[src/rtl/ptc_pkg.sv]
// Package: shared types, constants and fixed-point helpers for the compensation block.
`default_nettype none
package ptc_pkg;

  localparam int unsigned CalibW   = 48;
  localparam int unsigned RawW     = 20;
  localparam int unsigned WordW    = 32;
  localparam int unsigned CfgIdxW  = 2;
  localparam int unsigned InDataW  = 40;
  localparam int unsigned OutDataW = 64;
  localparam int unsigned QueueDepthDef = 4;

  localparam logic [CfgIdxW-1:0] RegTempCalib  = 2'd0;
  localparam logic [CfgIdxW-1:0] RegPressCalibA = 2'd1;
  localparam logic [CfgIdxW-1:0] RegPressCalibB = 2'd2;
  localparam logic [CfgIdxW-1:0] RegPressCalibC = 2'd3;

  localparam logic [31:0] Offset64000 = 32'd64000;
  localparam logic [31:0] Full1048576 = 32'd1048576;
  localparam logic [31:0] Scale3125   = 32'd3125;
  localparam logic [31:0] Half32768   = 32'd32768;
  localparam logic [31:0] Round128    = 32'd128;

  // Item handed from the front part to the back part through the queue.
  typedef struct packed {
    logic [31:0] temp;
    logic [31:0] numer;   // scaled dividend before the divide
    logic [31:0] divisor;
    logic        big;     // dividend has bit 31 set: divide first, then double
    logic        zero;
  } front_item_t;

  function automatic logic [31:0] sx16(input logic [15:0] v);
    sx16 = {{16{v[15]}}, v};
  endfunction

  function automatic logic [31:0] asr(input logic [31:0] x, input int unsigned s);
    asr = 32'($signed(x) >>> s);
  endfunction

endpackage
`default_nettype wire

[src/rtl/ptc_queue.sv]
// Short queue between front and back parts.
`default_nettype none
module ptc_queue #(
  parameter int unsigned Depth = ptc_pkg::QueueDepthDef
) (
  input  wire                   clk,
  input  wire                   rst_n,
  input  wire                   wr_en,
  input  wire ptc_pkg::front_item_t wr_item,
  input  wire                   rd_en,
  output ptc_pkg::front_item_t  rd_item,
  output logic                  not_empty,
  output logic [$clog2(Depth+1)-1:0] count
);
  localparam int unsigned AW = (Depth > 1) ? $clog2(Depth) : 1;
  localparam int unsigned CW = $clog2(Depth+1);

  ptc_pkg::front_item_t mem_r [Depth];
  ptc_pkg::front_item_t rd_item_r;
  logic [AW-1:0] wp_r, rp_r, rp_nxt;
  logic [CW-1:0] cnt_r;

  function automatic logic [AW-1:0] inc(input logic [AW-1:0] p);
    inc = (p == AW'(Depth-1)) ? '0 : p + AW'(1);
  endfunction

  assign rp_nxt = rd_en ? inc(rp_r) : rp_r;

  always_ff @(posedge clk) begin
    if (!rst_n) begin
      wp_r <= '0;
      rp_r <= '0;
      cnt_r <= '0;
    end else begin
      if (wr_en) wp_r <= inc(wp_r);
      rp_r <= rp_nxt;
      cnt_r <= cnt_r + CW'(wr_en) - CW'(rd_en);
    end
  end

  // Register the head entry; pass a same-edge write to that slot straight through.
  always_ff @(posedge clk) begin
    if (wr_en) mem_r[wp_r] <= wr_item;
    if (wr_en && (wp_r == rp_nxt)) begin
      rd_item_r <= wr_item;
    end else begin
      rd_item_r <= mem_r[rp_nxt];
    end
  end

  assign rd_item = rd_item_r;
  assign not_empty = (cnt_r != '0);
  assign count = cnt_r;
endmodule
`default_nettype wire

[config.mk]
export PLATFORM = sky130hd
export DESIGN_NAME = ptc_queue
export DESIGN_NICKNAME = d
export VERILOG_FILES = /design/src/rtl/ptc_pkg.sv /design/src/rtl/ptc_queue.sv
export SDC_FILE = /design/constraint.sdc
export NUM_CORES = 1
export LEC_CHECK = 0
export ABC_AREA = 0
export CORE_MARGIN = 2
export CORE_UTILIZATION = 50
export DETAILED_ROUTE_END_ITERATION = 8
export DONT_BUFFER_PORTS = 1
export REMOVE_ABC_BUFFERS = 1
export SLEW_MARGIN = 30
export SYNTH_ARGS = -nofsm -noshare
export SYNTH_HDL_FRONTEND = slang
export SYNTH_SLANG_ARGS = --single-unit
[constraint.sdc]
create_clock -name clk -period 4 [get_ports clk]
set_input_delay 0.4 -clock clk [delete_from_list [all_inputs] [get_ports clk]]
set_output_delay 0.4 -clock clk [all_outputs]
set_load 0.01 [all_outputs]
* After elaboration in Yosys (flattened, before gate mapping)
Memory sizes are Yosys's and may differ from the RTL's. A register that Yosys moved wholly into a read port is not among the register bits.
Cells that the tools add are included.
** Operators by class
- Add/subtract/negate cells :: 4
- Equal/unequal tests :: 2
- Mux-type cells :: 5
- Reduce and logical (&&, ||, !) cells :: 1
** Operators with widths (number)
- 2-bit two-way mux :: 3
- 2-bit by 1-bit adder with 2-bit output, second input constant :: 2
- 2-bit == test, second input constant :: 2
- 3-bit by 1-bit adder with 3-bit output :: 1
- 3-bit nonzero test :: 1
- 3-bit by 1-bit subtractor with 3-bit output :: 1
- 1-bit two-way mux :: 2
** Word-level totals
- Flip-flop bits (word level) :: 7
- Memory bits (writable) :: 392
- Bits of input ports :: 102
- Output and inout port bits :: 102
- Word-level logic and storage cells :: 16
- Memories kept :: 1
** Memory list
- mem_r :: depth 4, width 98, read ports 1, clocked after memory_dff 1, write ports 1, line ptc_queue.sv:18 : ptc_pkg::front_item_t mem_r [Depth];

* Depth between registers and ports, before layout
Gate-level depths: netlist of run 1.
- Depth in word-level cells :: 3
- Depth in mapped cells :: 8

* Least setup slack after synthesis of run 1
No wires, ideal clock.
- Kind :: reg-to-reg
- From :: register wp_r[0]
- To :: memory mem_r[0][0] in the netlist's numbering, enable pin
- Arrival time :: 2.805 ns
- Required time :: 3.532 ns
- Slack :: 0.728 ns
- Stages on the path, launching flop included :: 4
- Cells stage by stage :: dfxtp_1 > inv_1 > ha_1 > and2_1
** RTL lines
- from (decl) :: line ptc_queue.sv:20 : logic [AW-1:0] wp_r, rp_r, rp_nxt;
- from (signal assigned) :: line ptc_queue.sv:35 : if (wr_en) wp_r <= inc(wp_r);
- to (decl) :: line ptc_queue.sv:18
No word-level cell before the write port.

==> impl_results.md, run 1 <==
* Reg2reg setup slack at 2.17 ns
* CTS Buf Count at 41
* Hold_sp: wr_en
* Unrepaired setup endpoints after global routing: no
* Worst-Skew Late Latency at 0.50 ns
* Routed WL at 25.94 mm
* Root buf cell: clkbuf_16
* Starting density of the core at 50.71%
* WL per Instance at 23.65 microns
* Gr usage total at 17.41%
* Layout cells sized above 1 at 23.35%
* Worst EP arrival at 2.34 ns
* P&R area growth vs syn at 18.92%
* Top-count cell post-synth: edfxtp_1
* I/O pin total at 204
* Synth warn at 0
* Hold WC Path Type: in2reg
* Clk slew on worst S/H paths at 0.05 ns
* DR pass1 iterations at 4
* Core ar. at 0.02870 sq mm
* Static Leak at 0.005506 uW
* Worst reg2reg endpoint: mem_r[3][29]
* Sequential cell area fraction in the yosys report at 82.10%
* Synth area leader: edfxtp_1
* WS Path Type: reg2out
* Relative slew slack at 57.71%
* Fmax at 0.3643 GHz
* Port bufs at 0
* Avg Synthesized Cell Area at 26.28 sq um
* Post-route ant nets at 0
* Fin. Hold Viols at 0
* Power density over the cells at 537.3 mW/mm^2
* GP Congestion at 0.7649
* Req. time, crit path at 3.60 ns
* CTS Buffer Depth at 3
* Largest net degree at the start of global routing at 85
* Cells after Synth at 554
* Yosys top cell area share at 80.87%
* Setup crit start kind: flop
* Final period util at 68.62%
* Cell Area, Synth at 0.01456 sq mm
* Worst ir drop on vdd at 348.9 uV
* Routed met1 length at 10.06 mm
* Slew of the pin with the lowest slew margin at 0.6343 ns
* Max cap viols at 0
* Setup Viol. Count Final at 0
* DR vias/cell at 5.612
* Met2 WL at 13.53 mm
* Die X at 174.6 microns
* Worst setup EP type: output pin
* Hold path endpoint: wp_r[1]
* Die height at 174.6 microns
* Slew Viols, Final at 0
* Skew final at 0.01160 ns
* Vias at 6156
* Top cells by count, synth: edfxtp_1 (392), mux4_2 (98), buf_2 (11), dfxtp_1 (9), clkbuf_1 (7)
* Number of enable flip-flop cells after synthesis at 392
* Synth async-reset ratio at 0%
* Critical Path Fanout Max at 26
* Cell Rows at 62
* CTS tree: yes
* H-Tree Depth at 2
* Antenna violations before repair at 1
* Vias in the first global route at 6789
* DR iter-0 viols at 392
* Synth cell types at 22
* Synthesized flop and latch total at 401
* Top cells by area, synth: edfxtp_1 (81%), mux4_2 (15%), dfxtp_1 (1.2%), ha_1 (0.52%), buf_2 (0.38%)
* Top_reg_cell synth: edfxtp_1
* Highest Signal Layer: met4
* Post-detail-place hpwl at 14.87 mm
* Global-route wire length before repair at 39.80 mm
* Tmin final at 2.745 ns
* Total die area at 0.03049 sq mm
* Overflow after GRT at 0
* Worst reg2reg startpoint: wp_r[0]
* Cells on worst reg2reg path at 3
* Final net count at 792
* Status: finished, final reports clean
* CTS sink cnt at 401
* DRC at 0
* Final core occ at 60.31%
* Layout fillers at 2022
* Met3 WL at 1.734 mm
* Hold Crit Depth at 2
* Worst Hold Slack at 0.05826 ns
[flip-flops by register name, summed over array words and instances, names as in the netlist, named ones only]
name / count
mem_r: 392
count: 3
rp_r: 2
wp_r: 2
[routing by layer]
metal | GRT usage, % | vias up
met4 | 5.278 | 0
li1 | - | 2650
met5 | 0 | -
met2 | 30.06 | 191
met3 | 4.439 | 40
met1 | 21.97 | 3275
[area by class of cell]
class / instances / area, sq um / area share [%]
antenna: 2 / 5.005 / 0.02891
clock inverter: 22 / 196.4 / 1.135
tap: 384 / 480.5 / 2.776
inverter: 6 / 22.52 / 0.1301
multi-input combinational: 125 / 2455 / 14.18
sequential: 401 / 11960 / 69.09
clock buffer: 49 / 1056 / 6.100
timing repair buffer: 108 / 1136 / 6.563
[worst max-delay path by stage]
stage	startpoint	slack, ns	endpoint	cells after the start
after global routing	flop	1.04	rd_item[59]	2
after global placement	flop	1.72	rd_item[51]	2
after CTS	flop	1.15	rd_item[23]	2
after floorplan	flop	-1.18	rd_item[0]	1
final	flop	1.26	rd_item[23]	2
after detailed placement	flop	1.70	rd_item[23]	2
[layout by cell type, fill, tap and decap left out, drive strengths merged, types with 2 or more instances in the layout]
cell type	Yosys	routed
clkinv	0	18
dlygate4sd3	0	100
mux4	98	98
edfxtp	392	392
buf	15	8
clkbuf	7	49
diode	0	2
inv	6	6
and2	6	6
dfxtp	9	9
ha	6	6
nor2	3	3
a21oi	2	2
bufinv	0	4
[cell families (layout without fill, tap and decap cells)]
kind of cell	count (synthesis)	count (layout)	synth area share, %
adders and majority gates	7	7	0.6532
AOI/OAI and AO/OA	3	3	0.1375
buffers and inverters	28	185	1.100
other	0	2	0
and+or+nand+nor	14	14	0.5588
muxes	99	99	15.23
DFF	401	401	82.10
xor gates and xnor gates	2	2	0.2149
[repair_timing]
action	4_1_cts	5_1_grt
resized for setup	0	0
setup buffers	0	0
hold endpoints to repair	395	0
hold buffers	100	0
[per-stage QoR]
step | worst slack, ns | std cells | TNS [ns] | total power (uW) | instance area [sq um]
6_report | 1.255 | 1097 | 0 | 9300 | 17310
5_1_grt | 1.039 | 1096 | 0 | 9644 | 17310
4_1_cts | 1.147 | 1095 | 0 | 9422 | 17310
3_5_place_dp | 1.697 | 924 | 0 | 5760 | 15050
3_3_place_gp | 1.716 | 924 | 0 | 5742 | 15050
2_1_floorplan | -1.175 | 532 | -115.16 | 5613 | 14420
[power breakdown]
group / switching [uW] / leakage, uW / internal (uW)
combinational: 454 / 0.00121 / 413
clock: 1410 / 0.000616 / 2130
sequential: 97.6 / 0.00368 / 4800
total: 1960 / 0.00551 / 7340
[worst max-delay path, stage by stage (launching register included)]
cell and delay, ns:
dfxtp_4 0.67, buf_4 0.52, mux4_2 0.62
Note: power is estimated with default switching activity, not from simulation.
==> run 2: changes to the inputs <==
--- a/config.mk
+++ b/config.mk
@@ -10,6 +10,7 @@
 export CORE_UTILIZATION = 50
 export DETAILED_ROUTE_END_ITERATION = 8
 export DONT_BUFFER_PORTS = 1
+export PLACE_DENSITY = 0.68
 export REMOVE_ABC_BUFFERS = 1
 export SLEW_MARGIN = 30
 export SYNTH_ARGS = -nofsm -noshare
==> constraint.sdc (replaced) <==
create_clock -name clk -period 2.37 [get_ports clk]
set_input_delay 0.237 -clock clk [delete_from_list [all_inputs] [get_ports clk]]
set_output_delay 0.237 -clock clk [all_outputs]
set_load 0.01 [all_outputs]
==> run 2 against run 1 <==
Clock power grew 82%. Via count grew 2.7%. Largest power group unchanged. Non-clock buffer count up 22. Highest routed layer unchanged. Design area grew 2.1%. Hold slack better by 0.054 ns.
==> impl_results.md, run 2 (synthesis gave the netlist of run 1 again) <==
* Status: finished, final reports clean
* Relative slew slack at 68.82%
* H-Tree Depth at 2
* Fmax at 0.4577 GHz
* Req. time, crit path at 2.13 ns
* Post-Layout Cell Count at 1125
* Commonest non-fill, non-tap cell in the layout: edfxtp_1
* Core ar. at 0.02870 sq mm
* Skew final at 0.01506 ns
* Port bufs at 0
* Antenna violations before repair at 2
* Post-route ant nets at 0
* Max cap viols at 0
* Commonest cells after routing, fill and taps aside: edfxtp_1 (392), dlygate4sd3_1 (101), mux4_2 (98)
* P&R area growth vs syn at 21.45%
* Root buf cell: clkbuf_16
* Placed Area at 0.01520 sq mm
* Final net count at 814
* Tmin final at 2.185 ns
* Final Instance Area at 0.01768 sq mm
* DR iter-0 viols at 429
* Die height at 174.6 microns
* Critical Path Fanout Max at 30
* Final period util at 92.20%
* Post-detail-place hpwl at 15.65 mm
* WL per Instance at 23.99 microns
* Clk slew on worst S/H paths at 0.06 ns
* Setup crit start kind: flop
* CTS Buf Count at 41
* Vias in the first global route at 6966
* Static Leak at 0.005685 uW
* Setup total negative slack at 0 ns
* CTS Buffer Depth at 3
* Overflow after GRT at 0
* Unrepaired setup endpoints after global routing: no
* Global-route wire length before repair at 41.44 mm
* Worst ir drop on vdd at 484.9 uV
* CTS tree: yes
* Starting density of the core at 50.71%
* I/O pin total at 204
* Critical Path, Cell by Cell: buf_12 -> mux4_2
* Worst EP arrival at 1.95 ns
* Worst path bufs/invs at 1
* Largest net degree at the start of global routing at 44
* DR pass1 iterations at 6
* Worst-Skew Late Latency at 0.52 ns
* Placed cells at 932
* Final core occ at 61.60%
* Hold WC Path Type: in2reg
* DRC at 0
* Slew of the pin with the lowest slew margin at 0.4677 ns
* Most flops, register: mem_r
* Max incr delay on CP at 0.60 ns
* Worst Hold Slack at 0.1122 ns
* Power density over the cells at 920.7 mW/mm^2
* Largest register FFs at 392
* CTS sink cnt at 401
* Gr usage total at 18.08%
* Total die area at 0.03049 sq mm
* Worst setup EP type: output pin
* Crit-path leading delay family: multiplexers
* Setup Viol. Count Final at 0
* Vias at 6322
* Layout cells sized above 1 at 25.78%
* Die X at 174.6 microns
* WS Path Type: reg2out
* Slowest CP cell: mux4_2
* Slew Viols, Final at 0
* Cell Rows at 62
* Fin. Hold Viols at 0
* DR vias/cell at 5.620
* Routed WL at 26.98 mm
* GP Congestion at 0.7072
==> run 2: worst min-delay path, delay by kind of cell <==
| kind | cells | cell delay [ns] |
|---|---|---|
| and+or+nand+nor | 1 | 0.05 |
| adders and majority gates | 2 | 0.30 |
==> run 2: report_power, final <==
group,total [uW],switching (uW),internal [uW]
sequential,8240,137,8100
combinational,1610,828,780
clock,6430,2490,3940
total,16300,3460,12800
==> run 2: worst paths after layout <==
kind,from,endpoint,slack (ns),depth (start not counted)
setup / recovery,flop,rd_item[75],0.18,2
hold / removal,rd_en,count[1],0.11,3
setup reg to reg,count[0],count[2],0.58,8
hold reg to reg,rp_r[0],flop,0.50,1
==> run 2: area by class of cell <==
cell class              instances  area, sq um
flip-flops and latches        401        11960
clock inverters                16        205.2
inverters                       6        22.52
well taps                     384        480.5
multi-input cells             125         2455
repair buffers                130         1391
diodes                          4        10.01
fillers                      1950        11020
clock buffers                  59         1156
==> run 2: routing by layer <==
layer / vias up / track usage, % / share of wire (%)
met5: - / 0 / 0
met4: 0 / 5.382 / 2.3
met3: 47 / 5.157 / 8.2
met2: 243 / 30.31 / 50
met1: 3346 / 23.30 / 39
li1: 2686 / - / -
==> run 2: timing repair <==
item                       in CTS  in global routing
setup endpoints to repair       0                 46
gates resized for setup         0                  0
hold endpoints to repair      401                  0
setup buffers                   0                 13
hold buffers                  101                  0
==> run 2: per-stage QoR <==
stage	setup slack (ns)	power (uW)
2_1_floorplan	-2.642	9473
5_1_grt	0.08638	16820
6_report	0.1849	16280
4_1_cts	0.01980	16380
3_5_place_dp	0.5742	9764
3_3_place_gp	0.6104	9725
